[src/design/assert_macros.svh]
// assertion macros shared by the integer to base string unit
// no dependencies; included by files that carry concurrent assertions
`ifndef ASSERT_MACROS_SVH
`define ASSERT_MACROS_SVH

// condition must hold in the same cycle as the trigger
`define ITOB_ASSERT_SAME(label, clk, rst, pre, post) \
  label: assert property (@(posedge clk) disable iff (rst) (pre) |-> (post)) \
    else $error("itob assertion failed");

// condition must hold in the cycle after the trigger
`define ITOB_ASSERT_NEXT(label, clk, rst, pre, post) \
  label: assert property (@(posedge clk) disable iff (rst) (pre) |=> (post)) \
    else $error("itob assertion failed");

`endif

[src/design/itob_pkg.sv]
// types, constants and helper functions of the integer to base string unit
// no dependencies; imported by the controller, the datapath and the top level
`default_nettype none

package itob_pkg;

  localparam int STEP_BITS = 8;   // dividend bits consumed per divider cycle
  localparam int RADIX_W   = 5;
  localparam int DIGIT_W   = 4;
  localparam int CHAR_W    = 8;

  localparam logic [RADIX_W-1:0] RADIX_MIN   = 5'd2;
  localparam logic [RADIX_W-1:0] RADIX_MAX   = 5'd16;
  localparam logic [RADIX_W-1:0] RADIX_RESET = 5'd10;

  localparam logic [CHAR_W-1:0] CHAR_ZERO  = 8'h30;
  localparam logic [CHAR_W-1:0] CHAR_UPPER = 8'h41;
  localparam logic [CHAR_W-1:0] CHAR_MINUS = 8'h2D;
  localparam logic [CHAR_W-1:0] CHAR_NONE  = 8'h00;

  // register index taken from paddr[2]
  localparam logic REG_RADIX = 1'b0;

  typedef struct packed {
    logic load;       // capture input value
    logic div_step;   // one divider cycle
    logic div_last;   // last divider cycle of a digit
    logic rd;         // read digit buffer
    logic put_sign;
    logic put_digit;
    logic put_empty;
  } itob_cmd_t;

  typedef struct packed {
    logic radix_ok;
    logic negative;
    logic quot_zero;
    logic last_digit;
    logic slot_free;
  } itob_stat_t;

  function automatic logic [CHAR_W-1:0] digit_char(input logic [DIGIT_W-1:0] d);
    logic [CHAR_W-1:0] ext;
    ext = CHAR_W'(d);
    if (d < 4'd10) begin
      digit_char = CHAR_ZERO + ext;
    end else begin
      digit_char = CHAR_UPPER + ext - 8'd10;
    end
  endfunction

endpackage

`default_nettype wire

[src/design/itob_ctrl.sv]
// controller state machine: sequences load, division per digit and emission
// depends on itob_pkg for the command and status structs
`default_nettype none

module itob_ctrl #(
  parameter int DIV_CYCLES = 4
) (
  input  wire                    clk,
  input  wire                    rst,
  input  wire                    in_valid,
  output logic                   in_ready,
  input  itob_pkg::itob_stat_t   st,
  output itob_pkg::itob_cmd_t    cmd
);
  import itob_pkg::*;

  localparam int CYC_W = $clog2(DIV_CYCLES + 1);

  typedef enum logic [5:0] {
    S_IDLE  = 6'b000001,
    S_EMPTY = 6'b000010,
    S_SIGN  = 6'b000100,
    S_DIV   = 6'b001000,
    S_READ  = 6'b010000,
    S_PUT   = 6'b100000
  } state_t;

  state_t           state, state_next;
  logic [CYC_W-1:0] cyc, cyc_next;
  logic             cyc_last;

  assign cyc_last = (cyc == CYC_W'(DIV_CYCLES - 1));
  assign in_ready = (state == S_IDLE);

  always_comb begin
    state_next = state;
    cyc_next   = cyc;
    cmd        = '0;
    unique case (state)
      S_IDLE: begin
        if (in_valid) begin
          cmd.load   = st.radix_ok;
          state_next = st.radix_ok ? S_SIGN : S_EMPTY;
        end
      end
      S_EMPTY: begin
        if (st.slot_free) begin
          cmd.put_empty = 1'b1;
          state_next    = S_IDLE;
        end
      end
      S_SIGN: begin
        cyc_next = '0;
        if (!st.negative) begin
          state_next = S_DIV;
        end else if (st.slot_free) begin
          cmd.put_sign = 1'b1;
          state_next   = S_DIV;
        end
      end
      S_DIV: begin
        cmd.div_step = 1'b1;
        if (cyc_last) begin
          cmd.div_last = 1'b1;
          cyc_next     = '0;
          if (st.quot_zero) begin
            state_next = S_READ;
          end
        end else begin
          cyc_next = cyc + 1'b1;
        end
      end
      S_READ: begin
        cmd.rd     = 1'b1;
        state_next = S_PUT;
      end
      S_PUT: begin
        if (st.slot_free) begin
          cmd.put_digit = 1'b1;
          state_next    = st.last_digit ? S_IDLE : S_READ;
        end
      end
      default: begin
        state_next = S_IDLE;
      end
    endcase
  end

  always_ff @(posedge clk) begin
    if (rst) begin
      state <= S_IDLE;
      cyc   <= '0;
    end else begin
      state <= state_next;
      cyc   <= cyc_next;
    end
  end

endmodule

`default_nettype wire

[src/design/itob_dp.sv]
// datapath: magnitude, radix divider, digit buffer and output register
// depends on itob_pkg for constants, structs and the digit character function
`default_nettype none

module itob_dp #(
  parameter int VALUE_BITS = 32
) (
  input  wire                                   clk,
  input  wire                                   rst,
  input  itob_pkg::itob_cmd_t                   cmd,
  input  wire signed [VALUE_BITS-1:0]           value,
  input  wire        [itob_pkg::RADIX_W-1:0]    radix,
  output itob_pkg::itob_stat_t                  st,
  output logic       [itob_pkg::CHAR_W-1:0]     char_code,
  output logic                                  is_empty,
  output logic                                  is_final,
  output logic                                  out_valid,
  input  wire                                   out_ready
);
  import itob_pkg::*;

  localparam int DIV_CYCLES = (VALUE_BITS + STEP_BITS - 1) / STEP_BITS;
  localparam int PAD_BITS   = DIV_CYCLES * STEP_BITS;
  localparam int IDX_W      = $clog2(VALUE_BITS);
  localparam int CNT_W      = $clog2(VALUE_BITS + 1);

  logic [VALUE_BITS-1:0] raw, mag;
  logic                  neg;
  logic [PAD_BITS-1:0]   w, w_next, w_t;
  logic [DIGIT_W-1:0]    r, r_next, r_t;
  logic [RADIX_W-1:0]    rr;
  logic [CNT_W-1:0]      count, cnt_dec;
  logic [DIGIT_W-1:0]    mem [VALUE_BITS];
  logic [DIGIT_W-1:0]    rd_data;

  assign raw     = unsigned'(value);
  assign mag     = raw[VALUE_BITS-1] ? (~raw + 1'b1) : raw;
  assign cnt_dec = count - 1'b1;

  // restoring division, STEP_BITS quotient bits per cycle
  always_comb begin
    w_t = w;
    r_t = r;
    rr  = '0;
    for (int i = 0; i < STEP_BITS; i++) begin
      rr  = {r_t, w_t[PAD_BITS-1]};
      w_t = {w_t[PAD_BITS-2:0], 1'b0};
      if (rr >= radix) begin
        rr     = rr - radix;
        w_t[0] = 1'b1;
      end
      r_t = rr[DIGIT_W-1:0];
    end
    w_next = w_t;
    r_next = r_t;
  end

  assign st.radix_ok   = (radix >= RADIX_MIN) && (radix <= RADIX_MAX);
  assign st.negative   = neg;
  assign st.quot_zero  = (w_next == '0);
  assign st.last_digit = (count == CNT_W'(1));
  assign st.slot_free  = !out_valid || out_ready;

  always_ff @(posedge clk) begin
    if (cmd.load) begin
      w <= PAD_BITS'(mag);
      r <= '0;
    end else if (cmd.div_step) begin
      w <= w_next;
      r <= cmd.div_last ? '0 : r_next;
    end
  end

  always_ff @(posedge clk) begin
    if (rst) begin
      count <= '0;
      neg   <= 1'b0;
    end else if (cmd.load) begin
      count <= '0;
      neg   <= raw[VALUE_BITS-1];
    end else if (cmd.div_last) begin
      count <= count + 1'b1;
    end else if (cmd.put_digit) begin
      count <= cnt_dec;
    end
  end

  // digit buffer, least significant digit at index 0
  always_ff @(posedge clk) begin
    if (cmd.div_last) begin
      mem[count[IDX_W-1:0]] <= r_next;
    end
    if (cmd.rd) begin
      rd_data <= mem[cnt_dec[IDX_W-1:0]];
    end
  end

  always_ff @(posedge clk) begin
    if (rst) begin
      out_valid <= 1'b0;
    end else if (cmd.put_sign || cmd.put_digit || cmd.put_empty) begin
      out_valid <= 1'b1;
    end else if (out_ready) begin
      out_valid <= 1'b0;
    end
  end

  always_ff @(posedge clk) begin
    if (cmd.put_empty) begin
      char_code <= CHAR_NONE;
      is_empty  <= 1'b1;
      is_final  <= 1'b1;
    end else if (cmd.put_sign) begin
      char_code <= CHAR_MINUS;
      is_empty  <= 1'b0;
      is_final  <= 1'b0;
    end else if (cmd.put_digit) begin
      char_code <= digit_char(rd_data);
      is_empty  <= 1'b0;
      is_final  <= st.last_digit;
    end
  end

endmodule

`default_nettype wire

[src/design/integer_to_base_string_unit.sv]
// integer to base string unit: one signed value in, its digits in radix 2..16 out
// the first character is the minus sign for a negative value, else the leading digit;
// all digits come from the shared radix divider and are sent most significant first.
// one value at a time: in_ready stays low until its last character is loaded;
// an invalid radix yields an empty character. output register holds the last one
// reset: synchronous, clears the state machine and output valid, radix back to 10
`default_nettype none

`include "assert_macros.svh"

module integer_to_base_string_unit #(
  parameter int VALUE_BITS = 32
) (
  input  wire                               clk,
  input  wire                               rst,
  input  wire                               psel,
  input  wire                               penable,
  input  wire                               pwrite,
  input  wire        [2:0]                  paddr,
  input  wire        [31:0]                 pwdata,
  output logic       [31:0]                 prdata,
  output logic                              pready,
  input  wire signed [VALUE_BITS-1:0]       value,
  input  wire                               in_valid,
  output logic                              in_ready,
  output logic       [itob_pkg::CHAR_W-1:0] char_code,
  output logic                              is_empty,
  output logic                              is_final,
  output logic                              out_valid,
  input  wire                               out_ready
);
  import itob_pkg::*;

  localparam int DIV_CYCLES = (VALUE_BITS + STEP_BITS - 1) / STEP_BITS;

  logic [RADIX_W-1:0] radix;
  logic               reg_wr;
  itob_cmd_t          cmd;
  itob_stat_t         st;
  logic               put_any;
  logic               empty_out;

  assign pready = 1'b1;
  assign reg_wr = psel && penable && pwrite && (paddr[2] == REG_RADIX);
  assign prdata = (paddr[2] == REG_RADIX) ? 32'(radix) : '0;

  always_ff @(posedge clk) begin
    if (rst) begin
      radix <= RADIX_RESET;
    end else if (reg_wr) begin
      radix <= pwdata[RADIX_W-1:0];
    end
  end

  itob_ctrl #(
    .DIV_CYCLES (DIV_CYCLES)
  ) u_ctrl (
    .clk      (clk),
    .rst      (rst),
    .in_valid (in_valid),
    .in_ready (in_ready),
    .st       (st),
    .cmd      (cmd)
  );

  itob_dp #(
    .VALUE_BITS (VALUE_BITS)
  ) u_dp (
    .clk       (clk),
    .rst       (rst),
    .cmd       (cmd),
    .value     (value),
    .radix     (radix),
    .st        (st),
    .char_code (char_code),
    .is_empty  (is_empty),
    .is_final  (is_final),
    .out_valid (out_valid),
    .out_ready (out_ready)
  );

  assign put_any   = cmd.put_sign || cmd.put_digit || cmd.put_empty;
  assign empty_out = out_valid && is_empty;

  // a character is only loaded when the output register can take it
  `ITOB_ASSERT_SAME(a_put_needs_slot, clk, rst, put_any, st.slot_free)
  // one value in flight at a time
  `ITOB_ASSERT_NEXT(a_busy_after_accept, clk, rst, in_valid && in_ready, !in_ready)
  // an empty transaction is always the last and carries no character
  `ITOB_ASSERT_SAME(a_empty_is_final, clk, rst, empty_out, is_final && (char_code == CHAR_NONE))

endmodule

`default_nettype wire
[config.mk]
export PLATFORM = sky130hd
export DESIGN_NAME = integer_to_base_string_unit
export DESIGN_NICKNAME = d
export VERILOG_FILES = /design/src/design/itob_pkg.sv /design/src/design/itob_ctrl.sv /design/src/design/itob_dp.sv /design/src/design/integer_to_base_string_unit.sv
export VERILOG_INCLUDE_DIRS = /design/src /design/src/design
export SDC_FILE = /design/constraint.sdc
export NUM_CORES = 1
export LEC_CHECK = 0
export BUFFER_PORTS_ARGS = -buffer_cell sky130_fd_sc_hd__buf_2
export CORE_ASPECT_RATIO = 0.7
export CORE_MARGIN = 2
export CORE_UTILIZATION = 61
export DETAILED_ROUTE_END_ITERATION = 10
export HOLD_SLACK_MARGIN = 0.05
export PLACE_DENSITY = 0.82
export SYNTH_ARGS = -nofsm -noshare
export SYNTH_HDL_FRONTEND = slang
export SYNTH_SLANG_ARGS = --single-unit
[constraint.sdc]
create_clock -name clk -period 37.9 [get_ports clk]
set_input_delay 7.58 -clock clk [delete_from_list [all_inputs] [get_ports clk]]
set_output_delay 7.58 -clock clk [all_outputs]
set_load 0.1 [all_outputs]
==> results of run 1 <==
-- final timing paths --
kind | endpoint | slack (ns) | cells after the start
setup / recovery | prdata[0] | 22.09 | 3
hold / removal | u_dp.is_final$_SDFFE_PP1P_ | 0.47 | 2
setup reg to reg | u_ctrl.state[3]$_SDFFE_PP0P_ | 24.15 | 51
hold reg to reg | u_dp.is_final$_SDFFE_PP1P_ | 0.47 | 2
-- layout by cell type (no fill, tap or decap), types with 11 or more instances in the layout --
| cell | count |
|---|---|
| nand2_1 | 66 |
| mux4_2 | 40 |
| nor3_1 | 19 |
| mux2i_1 | 12 |
| xnor2_1 | 23 |
| xor2_1 | 30 |
| clkbuf_16 | 17 |
| a31oi_1 | 11 |
| edfxtp_1 | 164 |
| a21o_1 | 13 |
| a21oi_1 | 45 |
| o21ai_1 | 16 |
| nor2_1 | 87 |
| buf_2 | 60 |
| ha_1 | 48 |
| nand2b_1 | 12 |
| o21ai_0 | 35 |
| nor2b_1 | 11 |
| dfxtp_1 | 34 |
| inv_1 | 46 |
| conb_1 | 29 |
-- tightest hold or removal path: stages (launching register included) --
cell	delay [ns]
dfxtp_1	0.32
nand3_1	0.06
nand2_1	0.05
-- metrics by stage --
stage               hold slack [ns]  cells  setup WS, ns
floorplan                     0.423    956         21.40
global placement              0.434   1195         22.09
detailed placement            0.445   1195         22.09
CTS                           0.460   1227         22.09
global route                  0.492   1227         22.02
finish                        0.467   1227         22.09
-- metal layers --
| metal | up-vias | share of wire, % | GRT usage, % |
|---|---|---|---|
| met2 | 344 | 43 | 38.8 |
| met4 | 0 | 1.0 | 5.91 |
| met3 | 25 | 8.2 | 5.58 |
| li1 | 3505 | - | - |
| met1 | 3637 | 48 | 40.6 |
| met5 | - | 0 | 0 |
-- cell families after synthesis --
family | count (synthesis) | synth area share (%)
compound gates | 176 | 10.2
xor+xnor | 53 | 4.20
fa+ha+maj | 56 | 6.88
buf+inv | 113 | 5.06
flops | 199 | 50.9
mux | 64 | 10.4
other cells | 2 | 0.0680
simple gates | 266 | 12.3
-- layout make-up --
type,count,area (sq um),area share (%)
Timing Repair Buffer,70,375,3.11
Sequential cell,199,5630,46.7
Tap cell,236,295,2.45
Clock inverter,15,180,1.49
Multi-Input combinational cell,644,4980,41.3
Inverter,46,173,1.43
Clock buffer,17,425,3.53
-- registers in the layout (all words and copies together), names as in the netlist --
name            count
u_dp.r              4
u_dp.is_empty       1
u_ctrl.state        6
u_dp.rd_data        4
u_dp.is_final       1
u_ctrl.cyc          3
u_dp.count          6
radix               5
u_dp.w             32
u_dp.mem          128
u_dp.neg            1
u_dp.out_valid      1
u_dp.char_code      7
-- synthesized netlist by cell type, types with 4 or more instances --
library cell  number  share of area [%]
xor2_1            30                2.4
edfxtp_1         164                 45
o21ai_0           36                1.6
or3_1              9               0.51
o21ai_1           16               0.72
clkbuf_1          25               0.85
a211oi_1           7               0.48
fa_1               8                1.4
a31oi_1           11               0.62
inv_1             46                1.6
a21o_1            13               0.88
xnor2_1           23                1.8
nand2b_1          12               0.68
nor2_1            87                3.0
ha_1              48                5.4
nor2b_1           11               0.62
nand3_1            8               0.36
mux4_2            40                8.2
buf_2              9               0.41
dfxtp_1           35                6.3
mux2i_1           14                1.3
nand3b_1           6               0.41
o22ai_1            5               0.28
nor3_1            19               0.86
a21oi_1           46                2.1
nand4_1            4               0.23
mux2_2            10                1.0
or4_1              7               0.48
nand2_1           66                2.2
buf_4             31                2.1
nor4_1             9               0.51
o31ai_1            8               0.54
==> results by group, run 1 <==
Worst setup path
  – Slowest CP cell: buf_2
  – Critical path arrival: 8.23 ns
  – Crit path largest cell delay: 0.43 ns
  – CP max FO: 6
  – Worst Setup End Kind: output pin
  – CP startpoint: paddr[2]
  – Cell family with most CP delay: buffers and inverters
  – Worst setup SP type: primary input
  – Worst path required time: 30.32 ns
  – Most frequent CP cell: buf_2
  – CP Buf/Inv Count: 2
  – Worst path cell trace: buf_2, nor2b_1, buf_2
  – Worst r2r src: radix[1]$_SDFFE_PP1P_
  – WS Path Type: primary input to output pin

Final layout
  – Total Nets Final: 1108
  – Fin util: 67.3%
  – # fillers: 1249
  – Area Overhead vs Synth: 9.11%
  – Fin area: 12100 sq um
  – Antenna diodes: 0
  – Layout cell share with drive strength beyond 1: 17.8%

Timing
  – Slew of the pin with the lowest slew margin: 1.00 ns
  – Final period utilization: 41.7%
  – Hold Violations, Final: 0
  – FMAX: 0.0633 GHz
  – Unrepaired setup endpoints after global routing: false
  – Slew headroom: 32.6%
  – Clock skew: 0.0150 ns
  – Setup TNS: 0 ns
  – Pins over their slew limit: 0
  – Final number of setup-violating endpoints: 0
  – Fin crit period: 15.81 ns

Placed design
  – Placed cell area: 11500 sq um
  – Buffers on Ports: 60
  – RePlAce Congestion: 0.851
  – Detail Placement HPWL: 16.4 mm

Yosys
  – Async S/R FF share, synth: 0%
  – Primary FF master, synth: edfxtp_1
  – Avg Inst Size Synth: 11.9 sq um
  – Synthesized area: 11100 sq um
  – Post-synth EDFFs: 164
  – Synth unique cells: 74
  – Seq cells post-synth: 199
  – Cell count after synthesis: 929
  – Synth warnings: 0
  – Post-synthesis sequential area ratio: 50.9%

Routing
  – DRT iter0 DRCs: 844
  – Detailed-route vias per instance: 6.12
  – Drt pass-1 iters: 5
  – DRT antenna net count: 0
  – Routed length per instance: 19.6 um
  – Total length of routed wires: 24.1 mm
  – DRC Markers: 0
  – Routed vias: 7511

CTS
  – CTS buffer count: 17
  – CTS Hold Bufs: 0
  – CTS sink count: 199
  – H-Tree Depth: 4
  – TritonCTS clock tree: done
  – Clk Latency, worst-skew pair: 0.44 ns
  – Root buffer cell: clkbuf_16
  – Clock Tree Buf Depth: 2
  – Total setup buffers inserted after CTS: 0
  – Resized Gates After CTS: 0
  – Worst-path clk slew: 0.07 ns

Run
  – Max_cap viols: 0

Floorplan
  – # IOs: 119
  – Row count: 41
  – Die Footprint: 19200 sq um
  – Initial Util: 61.7%
  – Die W: 165 um
  – Core Area: 17900 sq um
  – Chip height: 117 um

GRT
  – Antenna violations before repair: 0
  – Global route overflow: 0
  – Largest net degree at the start of global routing: 51
  – Vias in the first global route: 6988
  – GRT Util Overall: 26.4%
  – First-pass GRT wire length: 38.2 mm

Min path
  – Min-delay src: u_dp.is_final$_SDFFE_PP1P_
  – Hold Path Class: register to register

Run status
  – Status: finished clean
Power of run 1 is not shown: default switching activity piles up to over one toggle a cycle in this logic, so the estimate is an artifact.
==> run 2: changes to the inputs <==
--- a/config.mk
+++ b/config.mk
@@ -6,13 +6,14 @@
 export SDC_FILE = /design/constraint.sdc
 export NUM_CORES = 1
 export LEC_CHECK = 0
+export ABC_AREA = 1
 export BUFFER_PORTS_ARGS = -buffer_cell sky130_fd_sc_hd__buf_2
 export CORE_ASPECT_RATIO = 0.7
 export CORE_MARGIN = 2
-export CORE_UTILIZATION = 61
+export CORE_UTILIZATION = 60
 export DETAILED_ROUTE_END_ITERATION = 10
 export HOLD_SLACK_MARGIN = 0.05
-export PLACE_DENSITY = 0.82
+export PLACE_DENSITY = 0.81
 export SYNTH_ARGS = -nofsm -noshare
 export SYNTH_HDL_FRONTEND = slang
 export SYNTH_SLANG_ARGS = --single-unit
==> constraint.sdc (replaced) <==
create_clock -name clk -period 15.5 [get_ports clk]
set_input_delay 3.1 -clock clk [delete_from_list [all_inputs] [get_ports clk]]
set_output_delay 3.1 -clock clk [all_outputs]
set_load 0.1 [all_outputs]
==> results by group, run 2 <==
Worst setup path
  – Worst r2r src: radix[1]$_SDFFE_PP1P_
  – Slowest CP cell: dfxtp_1
  – Worst Setup End Kind: register
  – Worst path required time: 15.48 ns
  – R2R setup slack: 2.23 ns
  – WS Path Type: register to register
  – Crit path largest cell delay: 0.76 ns
  – Most frequent CP cell: nand2_1
  – CP Capture Point: u_dp.mem[4][1]$_DFFE_PP_
  – FF-to-FF End: u_dp.mem[4][1]$_DFFE_PP_
  – Critical path arrival: 13.25 ns
  – CP max FO: 32
  – Worst setup SP type: register
  – CP startpoint: radix[1]$_SDFFE_PP1P_
  – Cell count of the worst reg-to-reg path: 63

Yosys
  – Avg Inst Size Synth: 8.71 sq um
  – Primary FF master, synth: edfxtp_1
  – Post-synthesis sequential area ratio: 49.2%
  – Post-synth EDFFs: 164
  – Synth warnings: 0
  – Synthesized area: 11400 sq um
  – Cell count after synthesis: 1313
  – Most common cell in the netlist: nand2_1
  – Async S/R FF share, synth: 0%
  – Commonest cells in the netlist: nand2_1 (249), nor2_1 (193), edfxtp_1 (164), o21ai_0 (146), inv_1 (138)
  – Seq cells post-synth: 199
  – Synth top area share: 43.0%
  – Synth unique cells: 46
  – Synth area leader: edfxtp_1
  – Synth top area cells: edfxtp_1 (43%), nand2_1 (8.2%), o21ai_0 (6.4%), nor2_1 (6.3%), dfxtp_1 (6.1%)

Timing
  – Clock skew: 0.0144 ns
  – Final number of setup-violating endpoints: 0
  – Fin crit period: 13.27 ns
  – Unrepaired setup endpoints after global routing: false
  – Slew of the pin with the lowest slew margin: 1.11 ns
  – Final period utilization: 85.6%
  – Slew headroom: 25.8%
  – FMAX: 0.0754 GHz
  – Pins over their slew limit: 0
  – Setup TNS: 0 ns
  – Hold Violations, Final: 0

GRT
  – Antenna violations before repair: 0
  – Global route overflow: 0
  – First-pass GRT wire length: 42.6 mm
  – GRT Util Overall: 27.0%
  – Vias in the first global route: 8382
  – Largest net degree at the start of global routing: 70

Final layout
  – Leading cell type in the layout, fill and taps excluded: nand2_1
  – Commonest non-fill, non-tap cells in the layout: nand2_1 (249), nor2_1 (193), edfxtp_1 (164)
  – Area Overhead vs Synth: 8.18%
  – Fin area: 12400 sq um
  – Layout cell share with drive strength beyond 1: 9.54%
  – Antenna diodes: 0
  – Fin util: 65.8%
  – Total Nets Final: 1490
  – Max reg flops: 128

CTS
  – H-Tree Depth: 4
  – Clock Tree Buf Depth: 2
  – Worst-path clk slew: 0.07 ns
  – CTS sink count: 199
  – Total setup buffers inserted after CTS: 0
  – Clk Latency, worst-skew pair: 0.44 ns
  – CTS Hold Bufs: 0
  – TritonCTS clock tree: done
  – Resized Gates After CTS: 0
  – CTS buffer count: 17
  – Root buffer cell: clkbuf_16

Run status
  – Status: finished clean

Routing
  – DRC Markers: 0
  – DRT antenna net count: 0
  – Routed length per instance: 16.4 um
  – Detailed-route vias per instance: 5.74
  – DRT iter0 DRCs: 1277
  – Routed vias: 9267
  – Drt pass-1 iters: 5
  – Total length of routed wires: 26.5 mm

Placed design
  – RePlAce Congestion: 0.909
  – Buffers on Ports: 60
  – Placed cell area: 11800 sq um
  – Detail Placement HPWL: 18.2 mm

Floorplan
  – Die W: 169 um
  – Die Footprint: 20200 sq um
  – Chip height: 120 um
  – # IOs: 119
  – Initial Util: 60.8%
  – Core Area: 18800 sq um
  – Row count: 42

Min path
  – Hold Path Class: register to register

Run
  – Max_cap viols: 0
run 2: cell count changes in the layout (fill, tap and decap cells not counted), moves of 13 or more:
| cell | before | now |
|---|---|---|
| nand2_1 | 66 | 249 |
| inv_1 | 46 | 138 |
| a21oi_1 | 45 | 30 |
| nor2_1 | 87 | 193 |
| nand3_1 | 8 | 67 |
| a21o_1 | 13 | 0 |
| o22ai_1 | 5 | 25 |
| xnor2_1 | 23 | 5 |
| o21ai_0 | 35 | 145 |
| mux4_2 | 40 | 0 |
run 2: area by class of cell:
| cell class | instances | area (sq um) |
|---|---|---|
| sequential | 199 | 5630 |
| inverter | 144 | 541 |
| multi-input combinational | 933 | 4990 |
| fill | 1483 | 6440 |
| tap | 242 | 303 |
| clock inverter | 14 | 149 |
| timing repair buffer | 65 | 338 |
| clock buffer | 18 | 429 |
run 2: kinds of logic after synthesis:
group	count (synthesis)	share of synthesized area, %
buf+inv	208	8.19
xor+xnor	35	2.91
fa+ha+maj	56	6.65
simple gates	562	20.5
other cells	2	0.0656
flops	199	49.2
compound gates	251	12.5
run 2: worst max-delay path, delay by kind of cell, from the launching register on:
family                     cells  cell delay (ns)
buffers and inverters          9             1.53
AOI/OAI and AO/OA              7             1.83
and+or+nand+nor               39             5.90
adders and majority gates      8             2.75
DFF                            1             0.76
run 2: how the worst min path moves through the flow:
stage | to | slack, ns | start | cells past startpoint
floorplan | u_ctrl.cyc[2]$_SDFFE_PP0P_ | 0.42 | u_ctrl.cyc[2]$_SDFFE_PP0P_ | 2
global placement | u_ctrl.cyc[2]$_SDFFE_PP0P_ | 0.43 | u_ctrl.cyc[2]$_SDFFE_PP0P_ | 2
detailed placement | u_ctrl.cyc[2]$_SDFFE_PP0P_ | 0.43 | u_ctrl.cyc[2]$_SDFFE_PP0P_ | 2
CTS | u_ctrl.cyc[2]$_SDFFE_PP0P_ | 0.44 | u_ctrl.cyc[2]$_SDFFE_PP0P_ | 2
global route | u_ctrl.cyc[2]$_SDFFE_PP0P_ | 0.47 | u_ctrl.cyc[2]$_SDFFE_PP0P_ | 2
finish | u_ctrl.cyc[2]$_SDFFE_PP0P_ | 0.44 | u_ctrl.cyc[2]$_SDFFE_PP0P_ | 2
run 2: routing by layer:
| layer | GRT usage [%] | vias up | routed length [um] |
|---|---|---|---|
| met5 | 0 | - | 0 |
| met4 | 6.04 | 0 | 257 |
| met3 | 5.77 | 26 | 2750 |
| met2 | 39.2 | 476 | 11100 |
| met1 | 41.9 | 4272 | 12400 |
| li1 | - | 4493 | - |
run 2: per-stage QoR:
stage,worst slack [ns],instances,hold slack (ns)
6_report,2.23,1615,0.443
5_1_grt,0.928,1615,0.472
4_1_cts,2.50,1615,0.444
3_5_place_dp,2.58,1583,0.434
3_3_place_gp,2.92,1583,0.427
2_1_floorplan,5.16,1340,0.417
Power of run 2 is left out for the same reason.
==> run 3: changes to the inputs <==
--- a/config.mk
+++ b/config.mk
@@ -6,14 +6,14 @@
 export SDC_FILE = /design/constraint.sdc
 export NUM_CORES = 1
 export LEC_CHECK = 0
-export ABC_AREA = 1
+export ABC_AREA = 0
 export BUFFER_PORTS_ARGS = -buffer_cell sky130_fd_sc_hd__buf_2
 export CORE_ASPECT_RATIO = 0.7
 export CORE_MARGIN = 2
-export CORE_UTILIZATION = 60
+export CORE_UTILIZATION = 61
 export DETAILED_ROUTE_END_ITERATION = 10
 export HOLD_SLACK_MARGIN = 0.05
-export PLACE_DENSITY = 0.81
+export PLACE_DENSITY = 0.82
 export SYNTH_ARGS = -nofsm -noshare
 export SYNTH_HDL_FRONTEND = slang
 export SYNTH_SLANG_ARGS = --single-unit
==> constraint.sdc (replaced) <==
create_clock -name clk -period 16.4 [get_ports clk]
set_input_delay 3.28 -clock clk [delete_from_list [all_inputs] [get_ports clk]]
set_output_delay 3.28 -clock clk [all_outputs]
set_load 0.1 [all_outputs]
==> results by group, run 3 (synthesis results as in run 1) <==
Run status
  – Status: finished clean

Floorplan
  – # IOs: 119
  – Initial Util: 61.7%
  – Chip height: 117 um
  – Row count: 41
  – Die Footprint: 19200 sq um
  – Die W: 165 um
  – Core Area: 17900 sq um

Routing
  – DRT iter0 DRCs: 926
  – DRT antenna net count: 0
  – Total length of routed wires: 24.1 mm
  – Detailed-route vias per instance: 6.15
  – DRC Markers: 0
  – Routed length per instance: 19.6 um
  – Routed vias: 7539
  – Drt pass-1 iters: 6

Timing
  – Clock skew: 0.0165 ns
  – Unrepaired setup endpoints after global routing: false
  – Final number of setup-violating endpoints: 0
  – Setup TNS: 0 ns
  – Pins over their slew limit: 0
  – Fin crit period: 13.55 ns
  – Hold Violations, Final: 0
  – FMAX: 0.0738 GHz
  – Final period utilization: 82.6%
  – Slew headroom: 25.3%
  – Slew of the pin with the lowest slew margin: 1.11 ns

CTS
  – CTS sink count: 199
  – Total setup buffers inserted after CTS: 0
  – Clk Latency, worst-skew pair: 0.44 ns
  – Clock Tree Buf Depth: 2
  – Resized Gates After CTS: 0
  – CTS buffer count: 17
  – TritonCTS clock tree: done
  – CTS Hold Bufs: 0
  – H-Tree Depth: 4
  – Root buffer cell: clkbuf_16
  – Worst-path clk slew: 0.07 ns

GRT
  – Global route overflow: 0
  – First-pass GRT wire length: 38.1 mm
  – Vias in the first global route: 7044
  – Antenna violations before repair: 0
  – GRT Util Overall: 26.3%
  – Largest net degree at the start of global routing: 51

Run
  – Max_cap viols: 0

Worst setup path
  – CP max FO: 12
  – Worst path required time: 16.70 ns
  – Worst Setup End Kind: register
  – Critical path arrival: 13.85 ns
  – Slowest CP cell: dfxtp_1
  – FF-to-FF End: u_ctrl.state[3]$_SDFFE_PP0P_
  – Most frequent CP cell: ha_1
  – R2R setup slack: 2.85 ns
  – Worst r2r src: radix[1]$_SDFFE_PP1P_
  – Cell family with most CP delay: compound AO/OA/AOI/OAI gates
  – Cell count of the worst reg-to-reg path: 47
  – CP Buf/Inv Count: 6
  – Worst setup SP type: register
  – Crit path largest cell delay: 0.80 ns
  – WS Path Type: register to register

Final layout
  – Register Area: 5630 sq um
  – Area Overhead vs Synth: 8.56%
  – Commonest non-fill, non-tap cells in the layout: edfxtp_1 (164), nor2_1 (87), nand2_1 (66)
  – # fillers: 1278
  – Layout cell share with drive strength beyond 1: 17.5%
  – Max reg flops: 128
  – Leading cell type in the layout, fill and taps excluded: edfxtp_1
  – Antenna diodes: 0
  – Multi-input logic area: 4980 sq um
  – Total Nets Final: 1108

Min path
  – Min-Delay Path Depth: 2
  – Min-delay src: u_dp.is_empty$_SDFFE_PP1P_
  – Hold Path Class: register to register
  – Worst Hold End: u_dp.is_empty$_SDFFE_PP1P_

Placed design
  – RePlAce Congestion: 0.906
  – Buffers on Ports: 60
  – Detail Placement HPWL: 16.7 mm
==> run 3: worst min-delay path: cells and delay by family, from the launching register on <==
| family | cells | cell delay [ns] |
|---|---|---|
| and+or+nand+nor | 2 | 0.10 |
| DFF | 1 | 0.31 |
==> run 3: how the worst max path moves through the flow <==
stage | endpoint | start | cells past startpoint | slack [ns]
final | u_ctrl.state[3]$_SDFFE_PP0P_ | radix[1]$_SDFFE_PP1P_ | 47 | 2.85
after global routing | u_dp.r[0]$_SDFFE_PP0P_ | radix[1]$_SDFFE_PP1P_ | 52 | 1.86
after CTS | u_ctrl.state[3]$_SDFFE_PP0P_ | radix[1]$_SDFFE_PP1P_ | 50 | 3.02
after detailed placement | u_ctrl.state[3]$_SDFFE_PP0P_ | radix[1]$_SDFFE_PP1P_ | 50 | 3.06
after global placement | u_ctrl.state[3]$_SDFFE_PP0P_ | radix[1]$_SDFFE_PP1P_ | 50 | 3.49
after floorplan | u_dp.mem[0][2]$_DFFE_PP_ | radix[1]$_SDFFE_PP1P_ | 52 | 4.04
==> run 3: stage by stage <==
stage | setup WS (ns) | area (sq um) | hold WS [ns] | utilization, % | std cells
floorplan | 4.04 | 11200 | 0.423 | - | 956
finish | 2.85 | 12000 | 0.458 | 67.0 | 1226
detailed placement | 3.06 | 11500 | 0.451 | 64.0 | 1195
global placement | 3.49 | 11500 | 0.434 | 64.0 | 1195
global route | 1.86 | 12000 | 0.480 | 67.0 | 1226
CTS | 3.02 | 12000 | 0.461 | 67.0 | 1226
==> run 3: layout make-up <==
| type | count | share of cell area (%) |
|---|---|---|
| timing repair buffer | 70 | 3.13 |
| inverter | 46 | 1.44 |
| multi-input combinational | 644 | 41.5 |
| clock inverter | 13 | 0.960 |
| tap | 236 | 2.46 |
| sequential | 199 | 46.9 |
| clock buffer | 18 | 3.58 |
==> run 3: per-layer routing <==
| layer | GRT usage [%] | wire, um | vias up |
|---|---|---|---|
| met5 | 0 | 0 | - |
| met4 | 5.22 | 178 | 0 |
| met3 | 6.43 | 2180 | 15 |
| met2 | 38.5 | 10500 | 354 |
| met1 | 40.4 | 11200 | 3662 |
| li1 | - | - | 3508 |
Power of run 3 is left out for the same reason.
